### src/rtl/core/tbp_pkg.sv
// Package for the two-bit branch predictor table: widths, codes and the
// request/response structs that pass between the top level and the slot table.
// No dependencies.
package tbp_pkg;

  localparam int unsigned AddrW = 32;
  localparam int unsigned CntW  = 2;
  localparam int unsigned EvW   = 3;
  localparam int unsigned StatW = 32;

  // counter values
  localparam logic [CntW-1:0] CntMax   = 2'd3;
  localparam logic [CntW-1:0] CntAlloc = 2'd1;
  localparam logic [CntW-1:0] CntZero  = 2'd0;

  typedef enum logic [EvW-1:0] {
    EV_FIRST     = 3'd0,
    EV_UNTRACKED = 3'd1,
    EV_CORRECT   = 3'd2,
    EV_WRONG     = 3'd3,
    EV_ALLOC     = 3'd4
  } event_e;

  // one judged branch, handed to the table in the cycle it commits
  typedef struct packed {
    logic             valid;
    logic [AddrW-1:0] prev;
    logic             taken;
  } tbl_req_t;

  // outcome of the lookup, from the table state before the update
  typedef struct packed {
    event_e           ev;
    logic             pred;
    logic [CntW-1:0]  cnt_after;
    logic             evicted;
    logic [AddrW-1:0] ev_addr;
  } tbl_rsp_t;

endpackage

### src/rtl/core/tbp_if.sv
// Valid/ready stream interfaces for the predictor's input and result channels.
// Depends on tbp_pkg for field widths.
interface tbp_in_if;
  logic                      valid;
  logic                      ready;
  logic [tbp_pkg::AddrW-1:0] addr;

  modport source (output valid, output addr, input ready);
  modport sink   (input valid, input addr, output ready);
endinterface

interface tbp_out_if;
  logic                      valid;
  logic                      ready;
  logic [tbp_pkg::EvW-1:0]   event_res;
  logic                      predicted_taken;
  logic [tbp_pkg::CntW-1:0]  counter_after;
  logic                      evicted;
  logic [tbp_pkg::AddrW-1:0] evicted_addr;
  logic [tbp_pkg::StatW-1:0] right_total;
  logic [tbp_pkg::StatW-1:0] wrong_total;
  logic [tbp_pkg::StatW-1:0] miss_total;
  logic [tbp_pkg::StatW-1:0] hit_total;

  modport source (output valid, output event_res, output predicted_taken,
                  output counter_after, output evicted, output evicted_addr,
                  output right_total, output wrong_total, output miss_total,
                  output hit_total, input ready);
  modport sink   (input valid, input event_res, input predicted_taken,
                  input counter_after, input evicted, input evicted_addr,
                  input right_total, input wrong_total, input miss_total,
                  input hit_total, output ready);
endinterface

### src/rtl/core/two_bit_branch_predictor_table.sv
// Two-bit saturating-counter branch predictor with a fully associative table.
// Flow: an address transfer loads the input register; the result register
// loads from it once the result side can take it, and the result is offered.
// Throughput: one address per cycle while the result side keeps up; a held
// result stalls the input once the input register is also full.
// Reset empties the table, forgets the last address and clears all totals.
module two_bit_branch_predictor_table #(
  parameter int unsigned TABLE_ENTRIES = 8,
  parameter int unsigned INSTR_STRIDE  = 4
) (
  input  logic             clk_i,
  input  logic             rst_ni,
  tbp_in_if.sink           in_i,
  tbp_out_if.source        out_o
);

  localparam logic [tbp_pkg::AddrW-1:0] StrideC = tbp_pkg::AddrW'(INSTR_STRIDE);

  function automatic logic [tbp_pkg::StatW-1:0] sat_inc(input logic [tbp_pkg::StatW-1:0] v);
    return (&v) ? v : v + tbp_pkg::StatW'(1);
  endfunction

  logic                       s1_valid_q;
  logic [tbp_pkg::AddrW-1:0]  s1_addr_q;
  logic                       last_valid_q;
  logic [tbp_pkg::AddrW-1:0]  last_addr_q;
  logic                       out_valid_q;
  tbp_pkg::event_e            ev_q, ev_d;
  logic                       pred_q;
  logic [tbp_pkg::CntW-1:0]   cnt_q;
  logic                       evd_q;
  logic [tbp_pkg::AddrW-1:0]  evd_addr_q;
  logic [tbp_pkg::StatW-1:0]  right_q, wrong_q, miss_q, hit_q;

  logic              advance;
  logic              in_ready;
  tbp_pkg::tbl_req_t req;
  tbp_pkg::tbl_rsp_t rsp;

  assign advance  = s1_valid_q && (!out_valid_q || out_o.ready);
  assign in_ready = !s1_valid_q || advance;
  assign in_i.ready = in_ready;

  assign req.valid = advance && last_valid_q;
  assign req.prev  = last_addr_q;
  assign req.taken = (s1_addr_q - last_addr_q) != StrideC;

  tbp_table #(
    .TABLE_ENTRIES(TABLE_ENTRIES)
  ) u_table (
    .clk_i (clk_i),
    .rst_ni(rst_ni),
    .req_i (req),
    .rsp_o (rsp)
  );

  assign ev_d = last_valid_q ? rsp.ev : tbp_pkg::EV_FIRST;

  // control state
  always_ff @(posedge clk_i or negedge rst_ni) begin
    if (!rst_ni) begin
      s1_valid_q   <= 1'b0;
      last_valid_q <= 1'b0;
      out_valid_q  <= 1'b0;
      right_q      <= '0;
      wrong_q      <= '0;
      miss_q       <= '0;
      hit_q        <= '0;
    end else begin
      if (in_ready) s1_valid_q <= in_i.valid;
      if (advance) begin
        last_valid_q <= 1'b1;
        out_valid_q  <= 1'b1;
      end else if (out_o.ready) begin
        out_valid_q <= 1'b0;
      end
      if (req.valid) begin
        if (rsp.ev == tbp_pkg::EV_CORRECT) right_q <= sat_inc(right_q);
        if (rsp.ev == tbp_pkg::EV_WRONG)   wrong_q <= sat_inc(wrong_q);
        if (rsp.ev == tbp_pkg::EV_ALLOC)   miss_q  <= sat_inc(miss_q);
        if (req.taken && (rsp.ev == tbp_pkg::EV_CORRECT || rsp.ev == tbp_pkg::EV_WRONG)) begin
          hit_q <= sat_inc(hit_q);
        end
      end
    end
  end

  // payload
  always_ff @(posedge clk_i) begin
    if (in_ready && in_i.valid) s1_addr_q <= in_i.addr;
    if (advance) begin
      last_addr_q <= s1_addr_q;
      ev_q        <= ev_d;
      pred_q      <= last_valid_q && rsp.pred;
      cnt_q       <= last_valid_q ? rsp.cnt_after : tbp_pkg::CntZero;
      evd_q       <= last_valid_q && rsp.evicted;
      evd_addr_q  <= last_valid_q ? rsp.ev_addr : '0;
    end
  end

  // totals track the result register: they only move when it is reloaded
  assign out_o.valid           = out_valid_q;
  assign out_o.event_res       = ev_q;
  assign out_o.predicted_taken = pred_q;
  assign out_o.counter_after   = cnt_q;
  assign out_o.evicted         = evd_q;
  assign out_o.evicted_addr    = evd_addr_q;
  assign out_o.right_total     = right_q;
  assign out_o.wrong_total     = wrong_q;
  assign out_o.miss_total      = miss_q;
  assign out_o.hit_total       = hit_q;

  // an eviction only comes with a scored fall-through or an allocation
  a_evict_event : assert property (@(posedge clk_i) disable iff (!rst_ni)
    (out_valid_q && evd_q) |->
      (ev_q == tbp_pkg::EV_CORRECT || ev_q == tbp_pkg::EV_WRONG || ev_q == tbp_pkg::EV_ALLOC))
    else $error("eviction reported with a non-table event");

  // a single transfer scores at most one way
  a_one_score : assert property (@(posedge clk_i) disable iff (!rst_ni)
    !((right_q != $past(right_q)) && (wrong_q != $past(wrong_q))))
    else $error("right and wrong totals moved together");

  // totals only change when a result is loaded
  a_totals_on_advance : assert property (@(posedge clk_i) disable iff (!rst_ni)
    (!advance) |=> ($stable(right_q) && $stable(wrong_q) && $stable(miss_q) && $stable(hit_q)))
    else $error("totals changed without a transfer into the result register");

endmodule

### src/rtl/core/tbp_victim.sv
// Replacement choice: binary compare tree over all slots picking the lowest
// counter, then the lowest address in signed order. Depends on tbp_pkg.
module tbp_victim #(
  parameter int unsigned TABLE_ENTRIES = 8
) (
  input  logic [TABLE_ENTRIES-1:0]                     slot_valid_i,
  input  logic [TABLE_ENTRIES-1:0][tbp_pkg::AddrW-1:0] slot_addr_i,
  input  logic [TABLE_ENTRIES-1:0][tbp_pkg::CntW-1:0]  slot_cnt_i,
  output logic [((TABLE_ENTRIES > 1) ? $clog2(TABLE_ENTRIES) : 1)-1:0] victim_o
);

  localparam int unsigned IdxW   = (TABLE_ENTRIES > 1) ? $clog2(TABLE_ENTRIES) : 1;
  localparam int unsigned Leaves = 2 ** IdxW;
  localparam int unsigned Nodes  = 2 * Leaves - 1;
  localparam int unsigned KeyW   = tbp_pkg::CntW + tbp_pkg::AddrW;

  logic [Nodes-1:0]           node_vld;
  logic [Nodes-1:0][KeyW-1:0] node_key;
  logic [Nodes-1:0][IdxW-1:0] node_idx;

  // leaves sit at heap positions Leaves-1 .. Nodes-1
  for (genvar i = 0; i < Leaves; i++) begin : g_leaf
    if (i < TABLE_ENTRIES) begin : g_used
      // flipping the sign bit makes unsigned order equal signed order
      assign node_vld[Leaves-1+i] = slot_valid_i[i];
      assign node_key[Leaves-1+i] = {slot_cnt_i[i], ~slot_addr_i[i][tbp_pkg::AddrW-1],
                                     slot_addr_i[i][tbp_pkg::AddrW-2:0]};
    end else begin : g_pad
      assign node_vld[Leaves-1+i] = 1'b0;
      assign node_key[Leaves-1+i] = '0;
    end
    assign node_idx[Leaves-1+i] = IdxW'(i);
  end

  // left child holds the lower slot numbers, so it wins a tie
  for (genvar n = 0; n < Leaves - 1; n++) begin : g_node
    logic take_left;
    assign take_left = node_vld[2*n+1] &&
                       (!node_vld[2*n+2] || (node_key[2*n+1] <= node_key[2*n+2]));
    assign node_vld[n] = node_vld[2*n+1] || node_vld[2*n+2];
    assign node_key[n] = take_left ? node_key[2*n+1] : node_key[2*n+2];
    assign node_idx[n] = take_left ? node_idx[2*n+1] : node_idx[2*n+2];
  end

  assign victim_o = node_idx[0];

endmodule

### src/rtl/core/tbp_table.sv
// Fully associative slot table: address match, free-slot and victim choice,
// counter update. Depends on tbp_pkg and tbp_victim.
module tbp_table #(
  parameter int unsigned TABLE_ENTRIES = 8
) (
  input  logic              clk_i,
  input  logic              rst_ni,
  input  tbp_pkg::tbl_req_t req_i,
  output tbp_pkg::tbl_rsp_t rsp_o
);

  localparam int unsigned IdxW = (TABLE_ENTRIES > 1) ? $clog2(TABLE_ENTRIES) : 1;

  logic [TABLE_ENTRIES-1:0]                     slot_valid_q, slot_valid_d;
  logic [TABLE_ENTRIES-1:0][tbp_pkg::AddrW-1:0] slot_addr_q;
  logic [TABLE_ENTRIES-1:0][tbp_pkg::CntW-1:0]  slot_cnt_q;

  logic [TABLE_ENTRIES-1:0] hit_vec, free_vec, free_oh;
  logic [IdxW-1:0]          hit_idx, free_idx, victim_idx, alloc_idx;
  logic                     hit, any_free;
  logic [tbp_pkg::CntW-1:0] hit_cnt;
  logic                     wr_en;
  logic [IdxW-1:0]          wr_idx;
  logic [tbp_pkg::CntW-1:0] wr_cnt;

  tbp_victim #(
    .TABLE_ENTRIES(TABLE_ENTRIES)
  ) u_victim (
    .slot_valid_i(slot_valid_q),
    .slot_addr_i (slot_addr_q),
    .slot_cnt_i  (slot_cnt_q),
    .victim_o    (victim_idx)
  );

  always_comb begin
    hit_idx  = '0;
    free_idx = '0;
    for (int i = 0; i < TABLE_ENTRIES; i++) begin
      hit_vec[i] = slot_valid_q[i] && (slot_addr_q[i] == req_i.prev);
      if (hit_vec[i]) hit_idx = hit_idx | IdxW'(i);
    end
    free_vec = ~slot_valid_q;
    // isolate the lowest free slot
    free_oh  = free_vec & (~free_vec + TABLE_ENTRIES'(1));
    for (int i = 0; i < TABLE_ENTRIES; i++) begin
      if (free_oh[i]) free_idx = free_idx | IdxW'(i);
    end
    hit       = |hit_vec;
    any_free  = |free_vec;
    alloc_idx = any_free ? free_idx : victim_idx;
    hit_cnt   = slot_cnt_q[hit_idx];
  end

  // outcome and write-back
  always_comb begin
    rsp_o        = '0;
    rsp_o.ev     = tbp_pkg::EV_UNTRACKED;
    slot_valid_d = slot_valid_q;
    wr_en        = 1'b0;
    wr_idx       = hit_idx;
    wr_cnt       = hit_cnt;
    if (hit) begin
      rsp_o.pred = hit_cnt[tbp_pkg::CntW-1];
      rsp_o.ev   = (rsp_o.pred == req_i.taken) ? tbp_pkg::EV_CORRECT : tbp_pkg::EV_WRONG;
      if (req_i.taken) begin
        wr_en  = 1'b1;
        wr_cnt = (hit_cnt == tbp_pkg::CntMax) ? hit_cnt : hit_cnt + tbp_pkg::CntW'(1);
      end else if (hit_cnt == tbp_pkg::CntZero) begin
        slot_valid_d[hit_idx] = 1'b0;
        rsp_o.evicted         = 1'b1;
        rsp_o.ev_addr         = slot_addr_q[hit_idx];
      end else begin
        wr_en  = 1'b1;
        wr_cnt = hit_cnt - tbp_pkg::CntW'(1);
      end
      rsp_o.cnt_after = wr_en ? wr_cnt : tbp_pkg::CntZero;
    end else if (req_i.taken) begin
      rsp_o.ev                = tbp_pkg::EV_ALLOC;
      rsp_o.cnt_after         = tbp_pkg::CntAlloc;
      rsp_o.evicted           = !any_free;
      rsp_o.ev_addr           = any_free ? '0 : slot_addr_q[victim_idx];
      slot_valid_d[alloc_idx] = 1'b1;
      wr_en                   = 1'b1;
      wr_idx                  = alloc_idx;
      wr_cnt                  = tbp_pkg::CntAlloc;
    end
  end

  always_ff @(posedge clk_i or negedge rst_ni) begin
    if (!rst_ni) begin
      slot_valid_q <= '0;
    end else if (req_i.valid) begin
      slot_valid_q <= slot_valid_d;
    end
  end

  always_ff @(posedge clk_i) begin
    if (req_i.valid && wr_en) begin
      slot_cnt_q[wr_idx] <= wr_cnt;
      if (!hit) slot_addr_q[wr_idx] <= req_i.prev;
    end
  end

endmodule

### src/flat_wrapper.sv
// flat-port wrapper written by rule: the top's interface ports become plain ports
module two_bit_branch_predictor_table_flat 
#(
  parameter int unsigned TABLE_ENTRIES = 8,
  parameter int unsigned INSTR_STRIDE  = 4
)
  (clk_i, rst_ni, in_i_valid, in_i_addr, in_i_ready, out_o_valid, out_o_event_res, out_o_predicted_taken, out_o_counter_after, out_o_evicted, out_o_evicted_addr, out_o_right_total, out_o_wrong_total, out_o_miss_total, out_o_hit_total, out_o_ready);
  tbp_in_if in_i_i ();
  tbp_out_if out_o_i ();
  input  logic clk_i;
  input  logic rst_ni;
  input wire logic [$bits(in_i_i.valid)-1:0] in_i_valid;
  input wire logic [$bits(in_i_i.addr)-1:0] in_i_addr;
  output wire logic [$bits(in_i_i.ready)-1:0] in_i_ready;
  output wire logic [$bits(out_o_i.valid)-1:0] out_o_valid;
  output wire logic [$bits(out_o_i.event_res)-1:0] out_o_event_res;
  output wire logic [$bits(out_o_i.predicted_taken)-1:0] out_o_predicted_taken;
  output wire logic [$bits(out_o_i.counter_after)-1:0] out_o_counter_after;
  output wire logic [$bits(out_o_i.evicted)-1:0] out_o_evicted;
  output wire logic [$bits(out_o_i.evicted_addr)-1:0] out_o_evicted_addr;
  output wire logic [$bits(out_o_i.right_total)-1:0] out_o_right_total;
  output wire logic [$bits(out_o_i.wrong_total)-1:0] out_o_wrong_total;
  output wire logic [$bits(out_o_i.miss_total)-1:0] out_o_miss_total;
  output wire logic [$bits(out_o_i.hit_total)-1:0] out_o_hit_total;
  input wire logic [$bits(out_o_i.ready)-1:0] out_o_ready;
  assign in_i_i.valid = in_i_valid;
  assign in_i_i.addr = in_i_addr;
  assign in_i_ready = in_i_i.ready;
  assign out_o_valid = out_o_i.valid;
  assign out_o_event_res = out_o_i.event_res;
  assign out_o_predicted_taken = out_o_i.predicted_taken;
  assign out_o_counter_after = out_o_i.counter_after;
  assign out_o_evicted = out_o_i.evicted;
  assign out_o_evicted_addr = out_o_i.evicted_addr;
  assign out_o_right_total = out_o_i.right_total;
  assign out_o_wrong_total = out_o_i.wrong_total;
  assign out_o_miss_total = out_o_i.miss_total;
  assign out_o_hit_total = out_o_i.hit_total;
  assign out_o_i.ready = out_o_ready;
  two_bit_branch_predictor_table #(.TABLE_ENTRIES(TABLE_ENTRIES), .INSTR_STRIDE(INSTR_STRIDE)) u_core (.clk_i(clk_i), .rst_ni(rst_ni), .in_i(in_i_i), .out_o(out_o_i));
endmodule
### config.mk
export PLATFORM = sky130hd
export DESIGN_NAME = two_bit_branch_predictor_table_flat
export DESIGN_NICKNAME = d
export VERILOG_FILES = /design/src/rtl/core/tbp_pkg.sv /design/src/rtl/core/tbp_if.sv /design/src/rtl/core/two_bit_branch_predictor_table.sv /design/src/rtl/core/tbp_victim.sv /design/src/rtl/core/tbp_table.sv /design/src/flat_wrapper.sv
export SDC_FILE = /design/constraint.sdc
export NUM_CORES = 2
export LEC_CHECK = 0
export ABC_AREA = 0
export BUFFER_PORTS_ARGS = -buffer_cell sky130_fd_sc_hd__buf_2
export CORE_ASPECT_RATIO = 1.25
export CORE_MARGIN = 2
export CORE_UTILIZATION = 35
export DETAILED_ROUTE_END_ITERATION = 12
export GPL_TIMING_DRIVEN = 0
export PLACE_DENSITY = 0.58
export SETUP_SLACK_MARGIN = 0.2
export SLEW_MARGIN = 20
export SYNTH_ARGS = -nofsm -noshare
export SYNTH_HDL_FRONTEND = slang
export SYNTH_SLANG_ARGS = --single-unit
### constraint.sdc
create_clock -name clk_i -period 17 [get_ports clk_i]
set_input_delay 0.85 -clock clk_i [delete_from_list [all_inputs] [get_ports clk_i]]
set_output_delay 0.85 -clock clk_i [all_outputs]
set_load 0.01 [all_outputs]
==> run_summary.xml <==
<?xml version="1.0" encoding="UTF-8"?>
<metrics>
  <group name="status">
    <metric name="status" unit="">complete, no violations</metric>
  </group>
  <group name="worst_setup_path">
    <metric name="regToRegSetupSlack" unit="ps">2730</metric>
    <metric name="path_buf_inv" unit="">7</metric>
    <metric name="worst_ep_required" unit="ps">17370</metric>
    <metric name="critical_path_class" unit="">reg -&gt; reg</metric>
    <metric name="worst_r2r_path_cells" unit="">32</metric>
    <metric name="gate_family_responsible_for_the_most_delay_along_the_worst_path" unit="">compound AO/OA/AOI/OAI gates</metric>
    <metric name="worst_r2r_startpoint" unit="">u_core.u_table.slot_addr_q[95]</metric>
    <metric name="critical-path-slowest-cell" unit="">o41ai_1</metric>
    <metric name="crit_path_end_kind" unit="">flip-flop</metric>
    <metric name="start_kind" unit="">flip-flop</metric>
    <metric name="worst-endpoint-arrival" unit="ps">14640</metric>
    <metric name="capturing_point_of_the_worst_reg2reg_path" unit="">u_core.u_table.slot_addr_q[150]</metric>
    <metric name="worst-path-max-fanout" unit="">11</metric>
    <metric name="max_stage_delay" unit="ps">1040</metric>
  </group>
  <group name="die">
    <metric name="die_w" unit="um">294</metric>
    <metric name="floorplan.die.height" unit="um">366</metric>
    <metric name="row_count" unit="">132</metric>
    <metric name="fp.coreArea" unit="sq mm">0.104</metric>
    <metric name="dieArea" unit="sq mm">0.107</metric>
    <metric name="starting_density" unit="%">35.4</metric>
    <metric name="io-pin-count" unit="">205</metric>
  </group>
  <group name="timing">
    <metric name="max_transition_viols_final" unit="">0</metric>
    <metric name="setup-violations-final" unit="">0</metric>
    <metric name="worst_clock_skew" unit="ps">38.6</metric>
    <metric name="fmax" unit="MHz">70.1</metric>
    <metric name="finalSetupTns" unit="ps">0</metric>
    <metric name="max_slew_margin" unit="%">12.7</metric>
    <metric name="rsz_0062_raised_after_global_routing" unit="">no</metric>
    <metric name="post-route-period-util" unit="%">84.0</metric>
    <metric name="max_slew.worst_pin.slew" unit="ps">1310</metric>
    <metric name="timing.final.hold_violations" unit="">0</metric>
    <metric name="final.min_clock_period" unit="ps">14270</metric>
  </group>
  <group name="logic_synthesis">
    <metric name="ys_top_cells_by_count" unit="">nand2_1, edfxtp_1, ha_1</metric>
    <metric name="netlist.top_cell.by_area" unit="">edfxtp_1</metric>
    <metric name="yosys_most_used_dff" unit="">edfxtp_1</metric>
    <metric name="netlist_area" unit="sq mm">0.0367</metric>
    <metric name="yosys.cell_count.top_type" unit="">nand2_1</metric>
    <metric name="yosys-top-cells-area" unit="">edfxtp_1, dfrtp_1, ha_1, xor2_1, nand2_1</metric>
    <metric name="yosysWarningCount" unit="">0</metric>
    <metric name="synth.yosys.seq_area_share" unit="%">40.2</metric>
    <metric name="synthArstFlopShare" unit="%">27.0</metric>
    <metric name="synth_fp_nets" unit="">4210</metric>
    <metric name="netlist.area_leader.share" unit="%">30.7</metric>
    <metric name="synth_cell_types" unit="">93</metric>
    <metric name="syn-mean-instance-area" unit="sq um">9.40</metric>
    <metric name="synth_cells" unit="">3900</metric>
    <metric name="number_of_enable_type_register_cells_in_the_synthesized_netlist" unit="">375</metric>
    <metric name="ys_ff_latch" unit="">514</metric>
  </group>
  <group name="global_route">
    <metric name="grt_pass1_vias" unit="">33800</metric>
    <metric name="grt_first_pass_wirelength" unit="um">277000</metric>
    <metric name="pin_count_of_the_biggest_net_entering_global_routing" unit="">74</metric>
    <metric name="antenna_found_initial" unit="">8</metric>
    <metric name="grt.total_usage" unit="%">37.5</metric>
    <metric name="globalRouteOverflowTotal" unit="">0</metric>
  </group>
  <group name="flow_run">
    <metric name="count_of_maximum_capacitance_violations" unit="">0</metric>
  </group>
  <group name="clock_network">
    <metric name="clkTransAtPathRegs" unit="ps">70</metric>
    <metric name="hold_buffers" unit="">0</metric>
    <metric name="numClockSinks" unit="">514</metric>
    <metric name="cts_tree" unit="">yes</metric>
    <metric name="clockRootBuffer" unit="">clkbuf_16</metric>
    <metric name="cts-buffers-inserted" unit="">56</metric>
    <metric name="post_cts_resized" unit="">0</metric>
    <metric name="clk_path_buf_depth" unit="">3</metric>
    <metric name="worstSkewPairLatency" unit="ps">700</metric>
    <metric name="h-tree-depth" unit="">2</metric>
    <metric name="setup_buffers_after_cts" unit="">0</metric>
  </group>
  <group name="routing">
    <metric name="antenna_violating_nets_post_route" unit="">0</metric>
    <metric name="detailroute.via_count" unit="">34500</metric>
    <metric name="vias_per_cell" unit="">6.19</metric>
    <metric name="wire_per_inst" unit="um">36.8</metric>
    <metric name="drcViolationCount" unit="">0</metric>
    <metric name="wl" unit="um">205000</metric>
    <metric name="detailedRoute.firstIterationViolations" unit="">3832</metric>
    <metric name="first_pass_iters" unit="">6</metric>
  </group>
  <group name="final_layout">
    <metric name="area_growth" unit="%">14.5</metric>
    <metric name="area.sequential" unit="sq mm">0.0147</metric>
    <metric name="post_route_cells_drive_above_1_share" unit="%">12.4</metric>
    <metric name="fillers" unit="">10400</metric>
    <metric name="fin_util" unit="%">40.5</metric>
    <metric name="final_net_count" unit="">4492</metric>
    <metric name="multi_input_area" unit="sq mm">0.0204</metric>
    <metric name="summed_area_of_non_filler_cells_in_the_final_layout" unit="sq mm">0.0420</metric>
  </group>
  <group name="worst_hold_path">
    <metric name="min_path_type" unit="">in -&gt; async</metric>
  </group>
  <group name="place">
    <metric name="placed_cell_area" unit="sq mm">0.0399</metric>
    <metric name="routabilityCongestion" unit="">1.08</metric>
    <metric name="dp_hpwl" unit="um">168000</metric>
    <metric name="port_buf_inserts" unit="">204</metric>
  </group>
</metrics>
==> area by class of cell <==
type                       instances  area share (%)
multi-input combinational       2963            48.5
sequential                       514            35.1
tap                             1340            3.99
clock buffer                      70            3.78
timing repair buffer             224            3.33
buffer                           198            2.11
inverter                         225            2.01
clock inverter                    35            1.08
antenna                            9          0.0536
==> cells by family (layout without fill, tap and decap cells) <==
logic type,Yosys count,in the layout,share of synthesized area (%)
AO/OA/AOI/OAI,858,858,15.9
flip-flops,514,514,40.2
multiplexers,62,62,1.90
XOR/XNOR,395,395,9.45
other,0,9,0
buffers and inverters,423,752,4.72
adder cells (fa/ha/maj),275,275,9.38
AND/OR/NAND/NOR,1373,1373,18.5
==> registers in the layout (all words and copies together), names as in the netlist, 3 cells and up <==
register / flops
u_core.u_table.slot_addr_q: 256
u_core.last_addr_q: 32
u_core.out_o.evicted_addr: 32
u_core.out_o.hit_total: 32
u_core.out_o.miss_total: 32
u_core.out_o.right_total: 32
u_core.out_o.wrong_total: 32
u_core.s1_addr_q: 32
u_core.u_table.slot_cnt_q: 16
u_core.u_table.slot_valid_q: 8
u_core.out_o.event_res: 3
==> worst max-delay path by stage <==
stage / startpoint / to / slack, ps / cells past startpoint
after floorplan: u_core.u_table.slot_addr_q[191] / u_core.u_table.slot_addr_q[64] / 5690 / 32
after global placement: u_core.u_table.slot_addr_q[95] / u_core.u_table.slot_addr_q[137] / -1510 / 30
after detailed placement: u_core.u_table.slot_addr_q[95] / u_core.u_table.slot_addr_q[156] / 3010 / 32
after CTS: u_core.u_table.slot_addr_q[95] / u_core.u_table.slot_addr_q[155] / 2940 / 32
after global routing: u_core.u_table.slot_addr_q[95] / u_core.u_table.slot_addr_q[155] / 2830 / 30
final: u_core.u_table.slot_addr_q[95] / u_core.u_table.slot_addr_q[150] / 2730 / 32
==> worst register-to-register path, delay by kind of cell (launching register included) <==
| family | cells | cell delay, ps |
|---|---|---|
| AOI/OAI and AO/OA | 15 | 5790 |
| buffers and inverters | 7 | 3500 |
| and+or+nand+nor | 6 | 2400 |
| adders and majority gates | 3 | 1180 |
| DFF | 1 | 650 |
| muxes | 1 | 390 |
==> placed cells by master, fill, tap and decap left out, types with 13 or more instances in the layout <==
cell type / instances
nand2_1: 505
edfxtp_1: 375
ha_1: 274
buf_2: 254
inv_1: 225
a21oi_1: 216
xor2_1: 215
nor2_1: 191
xnor2_1: 173
nand3_1: 143
dfrtp_1: 139
o211ai_1: 123
clkbuf_1: 121
nand4_1: 117
o21ai_0: 91
nor4_1: 90
a31oi_1: 85
a32o_1: 60
clkbuf_16: 59
o22ai_1: 56
nor3_1: 54
mux2_2: 48
and3_1: 47
o21a_1: 46
nor2b_1: 43
a21o_1: 38
or2_2: 38
a211oi_1: 31
and4_1: 21
and2_1: 19
or3_1: 19
buf_1: 17
buf_6: 14
or4_1: 14
nand2b_1: 13
==> metal layers <==
layer,GRT usage [%],share of wire [%]
met1,42.6,36
met2,59.5,45
met3,8.58,8.0
met4,31.9,10
met5,0,0.018
==> per-stage QoR <==
stage / setup slack [ps] / hold slack (ps) / cells
final: 2730 / 128 / 5578
after CTS: 2940 / 146 / 5569
after floorplan: 5690 / 426 / 3900
after global placement: -1510 / 439 / 5444
after global routing: 2830 / 161 / 5569
after detailed placement: 3010 / 441 / 5464
Power is not shown: default switching activity piles up to over one toggle a cycle in this logic, so the estimate is an artifact.
